`config.mk`:
```
export PLATFORM = sky130hd
export DESIGN_NAME = rfid_tag_read_qualifier_top
export DESIGN_NICKNAME = d
export VERILOG_FILES = /design/src/hw/rtl/rfq_pkg.sv /design/src/hw/rtl/rfq_ram.sv /design/src/hw/rtl/rfq_front.sv /design/src/hw/rtl/rfq_back.sv /design/src/hw/rtl/rfid_tag_read_qualifier_top.sv
export SDC_FILE = /design/constraint.sdc
export NUM_CORES = 2
export LEC_CHECK = 0
export BUFFER_PORTS_ARGS = -buffer_cell sky130_fd_sc_hd__buf_2
export CORE_MARGIN = 2
export CORE_UTILIZATION = 45
export CTS_CLUSTER_SIZE = 20
export DETAILED_ROUTE_END_ITERATION = 6
export HOLD_SLACK_MARGIN = 0.08
export PLACE_DENSITY_LB_ADDON = 0.25
export SETUP_SLACK_MARGIN = 0.3
export SLEW_MARGIN = 20
export SYNTH_ARGS = -nofsm -noshare
export SYNTH_HDL_FRONTEND = slang
export SYNTH_SLANG_ARGS = --single-unit
export TNS_END_PERCENT = 1
```
`constraint.sdc`:
```
create_clock -name clock -period 6.25 [get_ports clock]
set_input_delay 1.875 -clock clock [delete_from_list [all_inputs] [get_ports clock]]
set_output_delay 1.875 -clock clock [all_outputs]
set_load 0.05 [all_outputs]
```
`src/hw/rtl/rfq_pkg.sv`:
```
// shared types, constants and register codes of the tag read qualifier
package rfq_pkg;

   localparam int NUM_READERS     = 4;
   localparam int TAGS_PER_READER = 4;
   localparam int NUM_RULES       = 4;
   localparam int TAG_BITS        = 40;

   localparam int READER_W    = 2;
   localparam int SLOT_W      = 2;
   localparam int RULE_W      = 2;
   localparam int PAIR_W      = RULE_W + READER_W;
   localparam int ALLOW_DEPTH = NUM_READERS * TAGS_PER_READER;
   localparam int ALLOW_AW    = READER_W + SLOT_W;
   localparam int COUNT_W     = 16;
   localparam int SMALL_W     = 3;
   localparam int CFG_W       = 21;
   localparam int CSR_IDX_W   = 3;
   localparam int QUEUE_DEPTH = 2;
   localparam int QPTR_W      = 1;
   localparam int QFILL_W     = 2;

   localparam logic [COUNT_W-1:0] COUNT_MAX = '1;

   // rule word layout
   localparam int RW_READER_LSB = 16;
   localparam int RW_ALL_BIT    = 18;
   localparam int RW_ONCE_BIT   = 19;
   localparam int RW_ANY_BIT    = 20;

   localparam logic [CFG_W-1:0]   RULE_WORD_RESET   = 21'd786433;
   localparam logic [SMALL_W-1:0] RULE_COUNT_RESET  = 3'd0;
   localparam logic [SMALL_W-1:0] TAGS_IN_USE_RESET = 3'd4;

   // register indexes
   localparam logic [CSR_IDX_W-1:0] CSR_RULE_COUNT  = 3'd0;
   localparam logic [CSR_IDX_W-1:0] CSR_RULE_WORD_0 = 3'd1;
   localparam logic [CSR_IDX_W-1:0] CSR_RULE_WORD_1 = 3'd2;
   localparam logic [CSR_IDX_W-1:0] CSR_RULE_WORD_2 = 3'd3;
   localparam logic [CSR_IDX_W-1:0] CSR_RULE_WORD_3 = 3'd4;
   localparam logic [CSR_IDX_W-1:0] CSR_TAGS_IN_USE = 3'd5;

   // command codes
   localparam logic CMD_READING     = 1'b0;
   localparam logic CMD_ALLOW_WRITE = 1'b1;

   typedef enum logic [1:0] {
      OP_READ_EMPTY,
      OP_READ_TAG,
      OP_ALLOW_WRITE
   } op_kind_type;

   typedef struct packed {
      op_kind_type               kind;
      logic [READER_W-1:0]       reader;
      logic                      present;
      logic [TAG_BITS-1:0]       tag;
      logic [SLOT_W-1:0]         slot;
      logic                      eop;
   } op_type;

endpackage

```
`src/hw/rtl/rfq_ram.sv`:
```
// generic single write port ram with registered read
module rfq_ram #(
   parameter int WIDTH = 40,
   parameter int DEPTH = 16
) (
   input  logic                                  clock,
   input  logic                                  wr_en,
   input  logic [((DEPTH > 1) ? $clog2(DEPTH) : 1)-1:0] wr_addr,
   input  logic [WIDTH-1:0]                      wr_data,
   input  logic [((DEPTH > 1) ? $clog2(DEPTH) : 1)-1:0] rd_addr,
   output logic [WIDTH-1:0]                      rd_data
);

   logic [WIDTH-1:0] mem_ff [DEPTH];
   logic [WIDTH-1:0] rd_data_ff;

   always_ff @(posedge clock) begin
      if (wr_en) begin
         mem_ff[wr_addr] <= wr_data;
      end
      rd_data_ff <= mem_ff[rd_addr];
   end

   assign rd_data = rd_data_ff;

endmodule

```
`src/hw/rtl/rfq_front.sv`:
```
// front end: classifies request beats and queues them for the back end
module rfq_front (
   input  logic                            clock,
   input  logic                            reset,
   input  logic                            req_valid,
   output logic                            req_ready,
   input  logic                            req_command,
   input  logic [rfq_pkg::READER_W-1:0]    req_reader_index,
   input  logic                            req_tag_present,
   input  logic [rfq_pkg::TAG_BITS-1:0]    req_tag_id,
   input  logic [rfq_pkg::SLOT_W-1:0]      req_slot,
   input  logic                            req_end_of_poll,
   output logic                            op_valid,
   input  logic                            op_ready,
   output rfq_pkg::op_type                 op
);

   rfq_pkg::op_type             op_in;
   rfq_pkg::op_type             q_ff [rfq_pkg::QUEUE_DEPTH];
   logic [rfq_pkg::QPTR_W-1:0]  wr_ptr_ff, wr_ptr_in;
   logic [rfq_pkg::QPTR_W-1:0]  rd_ptr_ff, rd_ptr_in;
   logic [rfq_pkg::QFILL_W-1:0] fill_ff, fill_in;
   logic                        push, pop;

   always_comb begin
      op_in.kind    = (req_command == rfq_pkg::CMD_ALLOW_WRITE) ? rfq_pkg::OP_ALLOW_WRITE :
                      (req_tag_present ? rfq_pkg::OP_READ_TAG : rfq_pkg::OP_READ_EMPTY);
      op_in.reader  = req_reader_index;
      op_in.present = req_tag_present;
      op_in.tag     = req_tag_id;
      op_in.slot    = req_slot;
      op_in.eop     = req_end_of_poll;
   end

   assign req_ready = (fill_ff != rfq_pkg::QFILL_W'(rfq_pkg::QUEUE_DEPTH));
   assign op_valid  = (fill_ff != '0);
   assign op        = q_ff[rd_ptr_ff];
   assign push      = req_valid && req_ready;
   assign pop       = op_valid && op_ready;

   always_comb begin
      wr_ptr_in = wr_ptr_ff;
      rd_ptr_in = rd_ptr_ff;
      fill_in   = fill_ff;
      if (push) begin
         wr_ptr_in = (wr_ptr_ff == rfq_pkg::QPTR_W'(rfq_pkg::QUEUE_DEPTH - 1)) ? '0 :
                     wr_ptr_ff + rfq_pkg::QPTR_W'(1);
      end
      if (pop) begin
         rd_ptr_in = (rd_ptr_ff == rfq_pkg::QPTR_W'(rfq_pkg::QUEUE_DEPTH - 1)) ? '0 :
                     rd_ptr_ff + rfq_pkg::QPTR_W'(1);
      end
      if (push && !pop) begin
         fill_in = fill_ff + rfq_pkg::QFILL_W'(1);
      end else if (pop && !push) begin
         fill_in = fill_ff - rfq_pkg::QFILL_W'(1);
      end
   end

   always_ff @(posedge clock) begin
      if (reset) begin
         wr_ptr_ff <= '0;
         rd_ptr_ff <= '0;
         fill_ff   <= '0;
      end else begin
         wr_ptr_ff <= wr_ptr_in;
         rd_ptr_ff <= rd_ptr_in;
         fill_ff   <= fill_in;
      end
      if (push) begin
         q_ff[wr_ptr_ff] <= op_in;
      end
   end

   a_fill_bound: assert property (@(posedge clock) disable iff (reset)
      fill_ff <= rfq_pkg::QFILL_W'(rfq_pkg::QUEUE_DEPTH))
      else $error("queue fill beyond depth");

   a_fill_track: assert property (@(posedge clock) disable iff (reset)
      (push && !pop) |=> (fill_ff == $past(fill_ff) + rfq_pkg::QFILL_W'(1)))
      else $error("queue fill not advanced on push");

endmodule

```
`src/hw/rtl/rfq_back.sv`:
```
// back end: reader state, allowlist, configuration and poll evaluation
module rfq_back (
   input  logic                            clock,
   input  logic                            reset,
   input  logic                            op_valid,
   output logic                            op_ready,
   input  rfq_pkg::op_type                 op,
   input  logic                            csr_valid,
   output logic                            csr_ready,
   input  logic [rfq_pkg::CSR_IDX_W-1:0]   csr_index,
   input  logic [rfq_pkg::CFG_W-1:0]       csr_data,
   output logic                            rsp_valid,
   input  logic                            rsp_ready,
   output logic                            rsp_fired,
   output logic [rfq_pkg::RULE_W-1:0]      rsp_rule_index,
   output logic [rfq_pkg::READER_W-1:0]    rsp_out_reader,
   output logic [rfq_pkg::TAG_BITS-1:0]    rsp_out_tag,
   output logic                            rsp_last
);

   typedef enum logic [1:0] {
      ST_IDLE,
      ST_SCAN,
      ST_RULES,
      ST_FLUSH
   } state_type;

   localparam int NR = rfq_pkg::NUM_READERS;
   localparam int TW = rfq_pkg::TAG_BITS;

   state_type state_ff, state_in;

   logic [rfq_pkg::SMALL_W-1:0] rule_count_ff, rule_count_in;
   logic [rfq_pkg::CFG_W-1:0]   rule_word_ff [rfq_pkg::NUM_RULES];
   logic [rfq_pkg::CFG_W-1:0]   rule_word_in [rfq_pkg::NUM_RULES];
   logic [rfq_pkg::SMALL_W-1:0] tags_in_use_ff, tags_in_use_in;

   logic [TW-1:0]               cur_tag_ff [NR];
   logic [TW-1:0]               cur_tag_in [NR];
   logic [NR-1:0]               held_ff, held_in;
   logic [rfq_pkg::COUNT_W-1:0] count_ff [NR];
   logic [rfq_pkg::COUNT_W-1:0] count_in [NR];
   logic [rfq_pkg::ALLOW_DEPTH-1:0] allow_valid_ff, allow_valid_in;

   logic [rfq_pkg::ALLOW_AW:0]   scan_cnt_ff, scan_cnt_in;
   logic                         cmp_vld_ff, cmp_vld_in;
   logic [rfq_pkg::ALLOW_AW-1:0] cmp_idx_ff, cmp_idx_in;
   logic [NR-1:0]                hit_ff, hit_in;
   logic [rfq_pkg::PAIR_W-1:0]   pair_ff, pair_in;

   logic                         pend_vld_ff, pend_vld_in;
   logic [rfq_pkg::RULE_W-1:0]   pend_rule_ff, pend_rule_in;
   logic [rfq_pkg::READER_W-1:0] pend_reader_ff, pend_reader_in;
   logic [TW-1:0]                pend_tag_ff, pend_tag_in;

   logic                         rsp_valid_ff, rsp_valid_in;
   logic                         rsp_fired_ff, rsp_fired_in;
   logic [rfq_pkg::RULE_W-1:0]   rsp_rule_ff, rsp_rule_in;
   logic [rfq_pkg::READER_W-1:0] rsp_reader_ff, rsp_reader_in;
   logic [TW-1:0]                rsp_tag_ff, rsp_tag_in;
   logic                         rsp_last_ff, rsp_last_in;

   logic                         ram_wr_en;
   logic [TW-1:0]                ram_rd_data;

   logic [rfq_pkg::SMALL_W-1:0]  rules_used, slots_used;
   logic [rfq_pkg::READER_W-1:0] cmp_reader;
   logic [rfq_pkg::SLOT_W-1:0]   cmp_slot;
   logic                         slot_hit;
   logic [rfq_pkg::RULE_W-1:0]   pair_rule;
   logic [rfq_pkg::READER_W-1:0] pair_reader;
   logic                         pair_last;
   logic [rfq_pkg::CFG_W-1:0]    word;
   logic [rfq_pkg::COUNT_W-1:0]  min_reads, pair_count;
   logic                         fire;
   logic                         out_free;

   assign csr_ready = 1'b1;

   assign ram_wr_en = (state_ff == ST_IDLE) && op_valid && (op.kind == rfq_pkg::OP_ALLOW_WRITE);

   rfq_ram #(
      .WIDTH(rfq_pkg::TAG_BITS),
      .DEPTH(rfq_pkg::ALLOW_DEPTH)
   ) u_allow_ram (
      .clock  (clock),
      .wr_en  (ram_wr_en),
      .wr_addr({op.reader, op.slot}),
      .wr_data(op.tag),
      .rd_addr(scan_cnt_ff[rfq_pkg::ALLOW_AW-1:0]),
      .rd_data(ram_rd_data)
   );

   // clamped counts
   assign rules_used = (rule_count_ff > rfq_pkg::SMALL_W'(rfq_pkg::NUM_RULES)) ?
                       rfq_pkg::SMALL_W'(rfq_pkg::NUM_RULES) : rule_count_ff;
   assign slots_used = (tags_in_use_ff > rfq_pkg::SMALL_W'(rfq_pkg::TAGS_PER_READER)) ?
                       rfq_pkg::SMALL_W'(rfq_pkg::TAGS_PER_READER) : tags_in_use_ff;

   // allowlist scan compare
   assign cmp_reader = cmp_idx_ff[rfq_pkg::ALLOW_AW-1:rfq_pkg::SLOT_W];
   assign cmp_slot   = cmp_idx_ff[rfq_pkg::SLOT_W-1:0];
   assign slot_hit   = allow_valid_ff[cmp_idx_ff] && held_ff[cmp_reader] &&
                       ({1'b0, cmp_slot} < slots_used) &&
                       (ram_rd_data == cur_tag_ff[cmp_reader]);

   // rule and reader pair check
   assign pair_rule   = pair_ff[rfq_pkg::PAIR_W-1:rfq_pkg::READER_W];
   assign pair_reader = pair_ff[rfq_pkg::READER_W-1:0];
   assign pair_last   = (pair_reader == rfq_pkg::READER_W'(NR - 1)) &&
                        ({1'b0, pair_rule} == rules_used - rfq_pkg::SMALL_W'(1));
   assign word        = rule_word_ff[pair_rule];
   assign min_reads   = word[rfq_pkg::COUNT_W-1:0];
   assign pair_count  = count_ff[pair_reader];
   assign fire = (word[rfq_pkg::RW_ALL_BIT] ||
                  (word[rfq_pkg::RW_READER_LSB +: rfq_pkg::READER_W] == pair_reader)) &&
                 (pair_count >= min_reads) &&
                 !(word[rfq_pkg::RW_ONCE_BIT] && (pair_count > min_reads)) &&
                 (word[rfq_pkg::RW_ANY_BIT] || hit_ff[pair_reader]);

   assign out_free = !rsp_valid_ff || rsp_ready;

   always_comb begin
      state_in       = state_ff;
      rule_count_in  = rule_count_ff;
      rule_word_in   = rule_word_ff;
      tags_in_use_in = tags_in_use_ff;
      cur_tag_in     = cur_tag_ff;
      held_in        = held_ff;
      count_in       = count_ff;
      allow_valid_in = allow_valid_ff;
      scan_cnt_in    = scan_cnt_ff;
      cmp_vld_in     = 1'b0;
      cmp_idx_in     = cmp_idx_ff;
      hit_in         = hit_ff;
      pair_in        = pair_ff;
      pend_vld_in    = pend_vld_ff;
      pend_rule_in   = pend_rule_ff;
      pend_reader_in = pend_reader_ff;
      pend_tag_in    = pend_tag_ff;
      rsp_valid_in   = rsp_valid_ff;
      rsp_fired_in   = rsp_fired_ff;
      rsp_rule_in    = rsp_rule_ff;
      rsp_reader_in  = rsp_reader_ff;
      rsp_tag_in     = rsp_tag_ff;
      rsp_last_in    = rsp_last_ff;
      op_ready       = 1'b0;

      if (csr_valid) begin
         case (csr_index)
            rfq_pkg::CSR_RULE_COUNT:  rule_count_in   = csr_data[rfq_pkg::SMALL_W-1:0];
            rfq_pkg::CSR_RULE_WORD_0: rule_word_in[0] = csr_data;
            rfq_pkg::CSR_RULE_WORD_1: rule_word_in[1] = csr_data;
            rfq_pkg::CSR_RULE_WORD_2: rule_word_in[2] = csr_data;
            rfq_pkg::CSR_RULE_WORD_3: rule_word_in[3] = csr_data;
            rfq_pkg::CSR_TAGS_IN_USE: tags_in_use_in  = csr_data[rfq_pkg::SMALL_W-1:0];
            default: ;
         endcase
      end

      if (rsp_valid_ff && rsp_ready) begin
         rsp_valid_in = 1'b0;
      end

      case (state_ff)
         ST_IDLE: begin
            op_ready = 1'b1;
            if (op_valid) begin
               case (op.kind)
                  rfq_pkg::OP_READ_EMPTY: begin
                     cur_tag_in[op.reader] = '0;
                     held_in[op.reader]    = 1'b0;
                     count_in[op.reader]   = '0;
                  end
                  rfq_pkg::OP_READ_TAG: begin
                     if (held_ff[op.reader] && (cur_tag_ff[op.reader] == op.tag)) begin
                        if (count_ff[op.reader] != rfq_pkg::COUNT_MAX) begin
                           count_in[op.reader] = count_ff[op.reader] +
                                                 rfq_pkg::COUNT_W'(1);
                        end
                     end else begin
                        cur_tag_in[op.reader] = op.tag;
                        held_in[op.reader]    = 1'b1;
                        count_in[op.reader]   = rfq_pkg::COUNT_W'(1);
                     end
                  end
                  rfq_pkg::OP_ALLOW_WRITE: begin
                     allow_valid_in[{op.reader, op.slot}] = op.present;
                  end
                  default: ;
               endcase
               if (op.eop) begin
                  state_in    = ST_SCAN;
                  scan_cnt_in = '0;
                  hit_in      = '0;
               end
            end
         end
         ST_SCAN: begin
            if (scan_cnt_ff < (rfq_pkg::ALLOW_AW + 1)'(rfq_pkg::ALLOW_DEPTH)) begin
               cmp_vld_in  = 1'b1;
               cmp_idx_in  = scan_cnt_ff[rfq_pkg::ALLOW_AW-1:0];
               scan_cnt_in = scan_cnt_ff + (rfq_pkg::ALLOW_AW + 1)'(1);
            end
            if (cmp_vld_ff) begin
               if (slot_hit) begin
                  hit_in[cmp_reader] = 1'b1;
               end
               if (cmp_idx_ff == rfq_pkg::ALLOW_AW'(rfq_pkg::ALLOW_DEPTH - 1)) begin
                  cmp_vld_in = 1'b0;
                  pair_in    = '0;
                  state_in   = (rules_used == '0) ? ST_FLUSH : ST_RULES;
               end
            end
         end
         ST_RULES: begin
            if (!fire || !pend_vld_ff || out_free) begin
               if (fire) begin
                  if (pend_vld_ff) begin
                     rsp_valid_in  = 1'b1;
                     rsp_fired_in  = 1'b1;
                     rsp_rule_in   = pend_rule_ff;
                     rsp_reader_in = pend_reader_ff;
                     rsp_tag_in    = pend_tag_ff;
                     rsp_last_in   = 1'b0;
                  end
                  pend_vld_in    = 1'b1;
                  pend_rule_in   = pair_rule;
                  pend_reader_in = pair_reader;
                  pend_tag_in    = cur_tag_ff[pair_reader];
               end
               if (pair_last) begin
                  state_in = ST_FLUSH;
               end else begin
                  pair_in = pair_ff + rfq_pkg::PAIR_W'(1);
               end
            end
         end
         ST_FLUSH: begin
            if (out_free) begin
               rsp_valid_in  = 1'b1;
               rsp_fired_in  = pend_vld_ff;
               rsp_rule_in   = pend_vld_ff ? pend_rule_ff : '0;
               rsp_reader_in = pend_vld_ff ? pend_reader_ff : '0;
               rsp_tag_in    = pend_vld_ff ? pend_tag_ff : '0;
               rsp_last_in   = 1'b1;
               pend_vld_in   = 1'b0;
               state_in      = ST_IDLE;
            end
         end
         default: state_in = ST_IDLE;
      endcase
   end

   always_ff @(posedge clock) begin
      if (reset) begin
         state_ff       <= ST_IDLE;
         rule_count_ff  <= rfq_pkg::RULE_COUNT_RESET;
         rule_word_ff   <= '{default: rfq_pkg::RULE_WORD_RESET};
         tags_in_use_ff <= rfq_pkg::TAGS_IN_USE_RESET;
         cur_tag_ff     <= '{default: '0};
         held_ff        <= '0;
         count_ff       <= '{default: '0};
         allow_valid_ff <= '0;
         scan_cnt_ff    <= '0;
         cmp_vld_ff     <= 1'b0;
         hit_ff         <= '0;
         pair_ff        <= '0;
         pend_vld_ff    <= 1'b0;
         rsp_valid_ff   <= 1'b0;
      end else begin
         state_ff       <= state_in;
         rule_count_ff  <= rule_count_in;
         rule_word_ff   <= rule_word_in;
         tags_in_use_ff <= tags_in_use_in;
         cur_tag_ff     <= cur_tag_in;
         held_ff        <= held_in;
         count_ff       <= count_in;
         allow_valid_ff <= allow_valid_in;
         scan_cnt_ff    <= scan_cnt_in;
         cmp_vld_ff     <= cmp_vld_in;
         hit_ff         <= hit_in;
         pair_ff        <= pair_in;
         pend_vld_ff    <= pend_vld_in;
         rsp_valid_ff   <= rsp_valid_in;
      end
      cmp_idx_ff     <= cmp_idx_in;
      pend_rule_ff   <= pend_rule_in;
      pend_reader_ff <= pend_reader_in;
      pend_tag_ff    <= pend_tag_in;
      rsp_fired_ff   <= rsp_fired_in;
      rsp_rule_ff    <= rsp_rule_in;
      rsp_reader_ff  <= rsp_reader_in;
      rsp_tag_ff     <= rsp_tag_in;
      rsp_last_ff    <= rsp_last_in;
   end

   assign rsp_valid      = rsp_valid_ff;
   assign rsp_fired      = rsp_fired_ff;
   assign rsp_rule_index = rsp_rule_ff;
   assign rsp_out_reader = rsp_reader_ff;
   assign rsp_out_tag    = rsp_tag_ff;
   assign rsp_last       = rsp_last_ff;

   a_pend_in_walk: assert property (@(posedge clock) disable iff (reset)
      pend_vld_ff |-> (state_ff == ST_RULES || state_ff == ST_FLUSH))
      else $error("pending firing outside rule walk");

   a_nofire_is_last: assert property (@(posedge clock) disable iff (reset)
      (rsp_valid_ff && !rsp_fired_ff) |-> rsp_last_ff)
      else $error("non-fired result without last");

   a_flush_loads: assert property (@(posedge clock) disable iff (reset)
      ($past(!reset) && state_ff == ST_IDLE && $past(state_ff) == ST_FLUSH)
      |-> (rsp_valid_ff && rsp_last_ff))
      else $error("poll closed without final result");

   a_cmp_in_scan: assert property (@(posedge clock) disable iff (reset)
      cmp_vld_ff |-> (state_ff == ST_SCAN))
      else $error("allowlist compare outside scan");

endmodule

```
`src/hw/rtl/rfid_tag_read_qualifier_top.sv`:
```
// top level of the tag read qualifier
//
// req channel: one beat is a reader reading or an allowlist write, with
// req_end_of_poll set on the last beat of a poll. beats enter a two-entry
// queue, so up to two more beats are taken while the back end works on a poll.
// csr channel: register writes by index, always ready; write only while idle.
// rsp channel: one beat per rule and reader pair that fires, in rule order then
// reader order, or one non-fired beat; rsp_last marks the final beat of a poll.
// the back end takes beats only while idle; a beat with end of poll then goes
// through an update, an allowlist scan through the ram read port, a rule walk
// over every reader of each rule in use (skipped when no rule is in use) and
// a flush, and the back end takes its next beat once the flush is done.
// the rule walk holds on a firing pair while a firing is pending, the output
// register is full and rsp_ready is low; the flush waits for a free register.
// reset clears reader state, allowlist valid bits and all handshake state and
// sets the configuration to its reset values; no clearing pass is needed.
module rfid_tag_read_qualifier_top (
   input  logic                            clock,
   input  logic                            reset,
   input  logic                            req_valid,
   output logic                            req_ready,
   input  logic                            req_command,
   input  logic [rfq_pkg::READER_W-1:0]    req_reader_index,
   input  logic                            req_tag_present,
   input  logic [rfq_pkg::TAG_BITS-1:0]    req_tag_id,
   input  logic [rfq_pkg::SLOT_W-1:0]      req_slot,
   input  logic                            req_end_of_poll,
   input  logic                            csr_valid,
   output logic                            csr_ready,
   input  logic [rfq_pkg::CSR_IDX_W-1:0]   csr_index,
   input  logic [rfq_pkg::CFG_W-1:0]       csr_data,
   output logic                            rsp_valid,
   input  logic                            rsp_ready,
   output logic                            rsp_fired,
   output logic [rfq_pkg::RULE_W-1:0]      rsp_rule_index,
   output logic [rfq_pkg::READER_W-1:0]    rsp_out_reader,
   output logic [rfq_pkg::TAG_BITS-1:0]    rsp_out_tag,
   output logic                            rsp_last
);

   logic            op_valid;
   logic            op_ready;
   rfq_pkg::op_type op;

   rfq_front u_front (
      .clock           (clock),
      .reset           (reset),
      .req_valid       (req_valid),
      .req_ready       (req_ready),
      .req_command     (req_command),
      .req_reader_index(req_reader_index),
      .req_tag_present (req_tag_present),
      .req_tag_id      (req_tag_id),
      .req_slot        (req_slot),
      .req_end_of_poll (req_end_of_poll),
      .op_valid        (op_valid),
      .op_ready        (op_ready),
      .op              (op)
   );

   rfq_back u_back (
      .clock         (clock),
      .reset         (reset),
      .op_valid      (op_valid),
      .op_ready      (op_ready),
      .op            (op),
      .csr_valid     (csr_valid),
      .csr_ready     (csr_ready),
      .csr_index     (csr_index),
      .csr_data      (csr_data),
      .rsp_valid     (rsp_valid),
      .rsp_ready     (rsp_ready),
      .rsp_fired     (rsp_fired),
      .rsp_rule_index(rsp_rule_index),
      .rsp_out_reader(rsp_out_reader),
      .rsp_out_tag   (rsp_out_tag),
      .rsp_last      (rsp_last)
   );

endmodule

```
Word-level counts from Yosys, hierarchy flattened:

Memories as Yosys holds them, arrays and structs flattened. A register that Yosys moved wholly into a read port is not among the register bits.
Cells that the tools add are included.

* eq/ne operators: 32
* reduce and logical (&&, ||, !) cells: 59
* bitwise logic cells: 16
* shifts and indexed selects: 0
* $lt $le $gt $ge: 19
* add/subtract/negate cells: 8
* multiplexer cells: 125
* multipliers: 0
* divide/modulo/power cells: 0

Operator list (count)
* 40-bit two-way mux: 12
* 160-bit one-hot mux with 2 select lines: 1
* 40-bit binary-select mux with 2-bit select: 3
* 160-bit bitwise AND: 1
* 160-bit bitwise mux: 1
* 160-bit two-way mux: 1
* 160-bit NOT: 1
* 64-bit two-way mux: 2
* 64-bit one-hot mux with 2 select lines: 1
* 40-bit demux with 2-bit select: 1
* 40-bit equality test: 2
* 16-bit two-way mux: 5
* 40-bit one-hot mux with 2 select lines: 1
* 64-bit bitwise AND: 1
* 16-bit binary-select mux with 2-bit select: 2
* 64-bit bitwise mux: 1
* 64-bit NOT: 1
* 60-bit bitwise AND: 1
* 60-bit NOT: 1
* 21-bit binary-select mux with 2-bit select: 1
* 21-bit two-way mux: 2
* 2-bit two-way mux: 20
* 1-bit two-way mux: 37
* 4-bit two-way mux: 9
* 60 further kinds: 151

* memories kept: 2
* latch bits: 0
* word-level logic and storage cells: 296
* bits of input ports: 76
* bits in read-only memories: 0
* flip-flop bits (word level): 450
* memory bits (writable): 736
* output and inout port bits: 49

Memories
* u_back.u_allow_ram.mem_ff: depth 16, bits a word 40, read ports 1, clocked after Yosys merged registers in 1, wr ports 1, line rfq_ram.sv:14 `logic [WIDTH-1:0] mem_ff [DEPTH];`
* u_front.q_ff: depth 2, bits a word 48, read ports 1, clocked after Yosys merged registers in 1, wr ports 1, line rfq_front.sv:19 `rfq_pkg::op_type q_ff [rfq_pkg::QUEUE_DEPTH];`

Longest topological paths before layout:

* depth in word-level cells: 14
* mapped depth: 19

Hierarchy:

A second synthesis with hierarchy kept.

* cell total of the unflattened synthesis: 3153
* area total of the unflattened synthesis: 50641.1 sq um

Modules (own cells, without submodules)
* rfq_ram: area each 25131.6 sq um, sequential area each 20019.2 sq um, cells each 1040, instances 1
* rfq_back: area each 21824.7 sq um, sequential area each 9869.5 sq um, cells each 1939, instances 1
* rfq_front: area each 3684.8 sq um, sequential area each 2982.9 sq um, cells each 174, instances 1

Least setup slack after synthesis:

No wires, ideal clock.

* path type: register -> register
* start: register u_back.pair_ff[2] (netlist bit)
* end: register u_back.rsp_fired_ff (netlist: u_back.rsp_fired), enable pin
* arrival time: 5919 ps
* setup slack: -134 ps
* cell stages (with the launch flop): 14
* data required time: 5785 ps
* library setup time: 465 ps
* buffers on the path: 3
* clock period less this slack: 6384 ps
* cell sequence: dfxtp_1 > clkbuf_1 > buf_1 > clkbuf_1 > mux4_2 > ha_1 > nor2b_1 > o21a_1 > o21ai_0 > a211oi_1 > o31ai_1 > a211o_1 > or2_2 > a21oi_1

* longest elaborated chain between the ends: 14
* elaborated cells on any way between the ends: 20
* classes of those cells: order compare (2); eq/ne (3); mux (3); bitwise (1); reduce/logical (11)

RTL lines
* from (decl): line rfq_back.sv:49 `logic [rfq_pkg::PAIR_W-1:0] pair_ff, pair_in;`
* from (signal assigned): line rfq_back.sv:283 `pair_ff <= pair_in;`
* 2-bit NOT with 3-bit output (not written as such) (*): line rfq_back.sv:112 `assign word = rule_word_ff[pair_rule];`
* 21-bit binary-select mux with 2-bit select (*): line rfq_back.sv:112
* 21-bit two-way mux (not written as such) (*) (2 in series): line rfq_back.sv:112
* 16-bit > comparator / 2-bit equality test (equally long branches): line rfq_back.sv:118, rfq_back.sv:116
* 1-bit logical AND / 1-bit logical OR (equally long branches): line rfq_back.sv:118, rfq_back.sv:115
* 1-bit zero test / 1-bit logical AND (equally long branches): line rfq_back.sv:118, rfq_back.sv:116
* 1-bit logical AND: line rfq_back.sv:117 `(pair_count >= min_reads) &&`
* 1-bit logical AND (*): line rfq_back.sv:118 `!(word[rfq_pkg::RW_ONCE_BIT] && (pair_count > min_reads)) &&`
* 1-bit zero test: line rfq_back.sv:217 `if (!fire || !pend_vld_ff || out_free) begin`
* 1-bit logical OR (2 in series): line rfq_back.sv:217
* 2-bit by 1-bit != test with 1-bit output (no source line)
* 5-bit AND reduction (no source line) (*)
* to (signal assigned): line rfq_back.sv:291 `rsp_fired_ff <= rsp_fired_in;`
* to (decl): line rfq_back.sv:57 `logic rsp_fired_ff, rsp_fired_in;`

Every way passes the cells marked *; elsewhere a longest branch is shown, timed or not. The select of a mux whose other input is x is not followed.
A chain may end at the register's enable or synchronous reset.

==> results.tsv <==
metric	value	unit
status	completed	
gp_congestion	0.907	
fin_crit_sh	79.9	%
crit_type	reg2reg	
wl	137000	um
placed_cell_area	54400	sq um
cts_buffer_depth	3	
grt_pass1_vias	29300	
sw_frac_of_total	28.1	%
synth-edff-count	830	
antenna_found_initial	3	
cts_sinks	1227	
r2r_cells	9	
utilization	51.3	%
fin_area	58700	sq um
ys_seq_area_share	63.3	%
initialDrtViolationCount	3219	
postSynthAreaPerCell	15.6	sq um
rsz0062_at_grt	false	
power_density	364	nW/um^2
syn2layout_area_growth	13.0	%
globalRouteTotalUtil	23.2	%
drt-pass1-iter-count	5	
ys_ff_latch	1227	
clock_skew	0.0233	ns
synth_ff_type	edfxtp_1	
async_flop_share	0	%
drive_gt1_share	22.9	%
postCtsHoldBufs	0	
required	6.93	ns
worst_slew_pin_slew	1.15	ns
io_buffers	123	
dieArea	118000	sq um
fill_cells	9322	
maxSlewHeadroom	23.1	%
routedWlPerCell	26.9	um
worstPathArrival	5.67	ns
clockPowerShare	36.1	%
p_int	15.4	mW
grt_max_degree	121	
cap_violations	0	
critPathCaptureType	flip-flop	
core-area	114000	sq um
dpl.hpwl	84100	um
setup_tns	0	ns
grt.overflow.total	0	
power_leakage	18.9	nW
cts_tree	built	
cts_setup_buffers	0	
cts_root_buf	clkbuf_16	
pwr-share-seq	45.8	%
final_common_cell	edfxtp_1	
cp_max_fo	31	
nNetsFinal	3561	
vias_per_cell	5.85	
die_x	344	um
synth.distinct_cells	69	
cts-buffers-inserted	130	
fin_crit	4.99	ns
hold_path.class	reg2reg	
worstSkewPairLatency	0.75	ns
drc_errors	0	
post_cts_resized	0	
drtAntennaViolNets	0	
ios	125	
min_path_cells	0	
synth_area	51900	sq um
final_cell_mix	830 x edfxtp_1, 390 x dfxtp_1, 342 x mux4_2	
slew_viol_final	0	
p_comb_share	18.1	%
min_from	u_back.scan_cnt_ff[3]	
yosys_warnings	0	
switchingPower	6.00	mW
grt_pass1_wl	200000	um
whs	0.433	ns
ir_drop	0.000334	V
start_util	45.4	%
setup_viol	0	
htreeDepth	4	
core.rowCount	124	
clock.fmax	200	MHz
dr_total_vias	29700	
finalHoldViolations	0	
startpoint_type	flip-flop	
cts.clk_slew.worst_paths	0.06	ns
netlist_instances	3321	
synth_fp_nets	3424	
fp.dieH	344	um
cell type report:
type	instances	area [sq um]	area share, %
Antenna cell	1	2.50	0.00426
Clock buffer	184	3710	6.33
Clock inverter	54	532	0.906
Inverter	51	191	0.326
Multi-Input combinational cell	1847	18200	31.0
Sequential cell	1227	32900	56.1
Tap cell	1512	1890	3.22
Timing Repair Buffer	201	1250	2.13
power by group through the flow:
stage          Sequential (mW)  Clock, mW  Combinational (mW)
3_3_place_gp              9.94          0                3.84
5_1_grt                   9.82       8.16                4.11
6_report                  9.78       7.70                3.87
2_1_floorplan             9.76          0                2.68
4_1_cts                   9.78       7.84                3.88
3_5_place_dp              9.95          0                3.86
Yosys cell counts, types with 39 or more instances:
cell,count,area share [%]
xnor2_1,89,1.5
a22o_1,46,0.78
nor3_1,60,0.58
and2_1,49,0.59
nor2_1,113,0.82
a21oi_1,96,0.93
clkbuf_1,115,0.83
nand2_1,261,1.9
mux2i_1,275,5.3
nand2b_1,179,2.2
edfxtp_1,830,48
buf_1,39,0.28
dfxtp_1,397,15
inv_1,51,0.37
mux4_2,342,15
sequential cells by signal, summed over array words and instances, names as in the netlist, 3 cells and up, named ones only:
name,flops
u_back.scan_cnt_ff,5
u_back.rule_word_ff,84
u_back.rsp_out_tag,40
u_front.q_ff,96
u_back.cur_tag_ff,160
u_back.cmp_idx_ff,4
u_back.pair_ff,4
u_back.u_allow_ram.rd_data,40
u_back.pend_tag_ff,40
u_back.rule_count_ff,3
u_back.tags_in_use_ff,3
u_back.u_allow_ram.mem_ff,640
u_back.count_ff,64
u_back.allow_valid_ff,16
u_back.hit_ff,4
worst paths after layout:
| check | slack (ns) | endpoint |
|---|---|---|
| max | 1.26 | u_back.count_ff[51] |
| min | 0.43 | u_back.cmp_idx_ff[3] |
| max reg2reg | 1.26 | u_back.count_ff[51] |
| min reg2reg | 0.43 | u_back.cmp_idx_ff[3] |
logic make-up after synthesis:
kind of cell / after synthesis / share of synthesized area (%)
flip-flops: 1227 / 63.3
AND/OR/NAND/NOR: 800 / 7.80
multiplexers: 644 / 20.7
AO/OA/AOI/OAI: 248 / 3.32
buffers and inverters: 247 / 2.05
XOR/XNOR: 127 / 2.14
adder cells (fa/ha/maj): 27 / 0.650
other: 1 / 0.00722
critical path, stage by stage, from the launching register on:
cell and delay (ns):
dfxtp_4 0.57, buf_4 0.43, mux2_2 0.56, and3_1 0.26, or4_1 0.48, or4b_1 0.46, or4_1 0.53, or4_1 0.70
o22ai_2 0.66, a22o_1 0.27
metrics by stage:
step,power [mW],setup slack (ns),instances
final,21.4,1.26,5077
after global routing,22.1,1.06,5076
after CTS,21.5,1.23,5076
after detailed placement,13.8,1.27,4838
after global placement,13.8,1.27,4838
after floorplan,12.4,0.248,3321
per-layer routing:
metal	wire length [um]	track usage (%)	part of all wire, %
met1	60400	33.9	44
met2	63400	35.7	46
met3	9710	4.31	7.1
met4	2930	6.38	2.1
met5	13	0	0.0095
(Power assumes the default switching activity.)
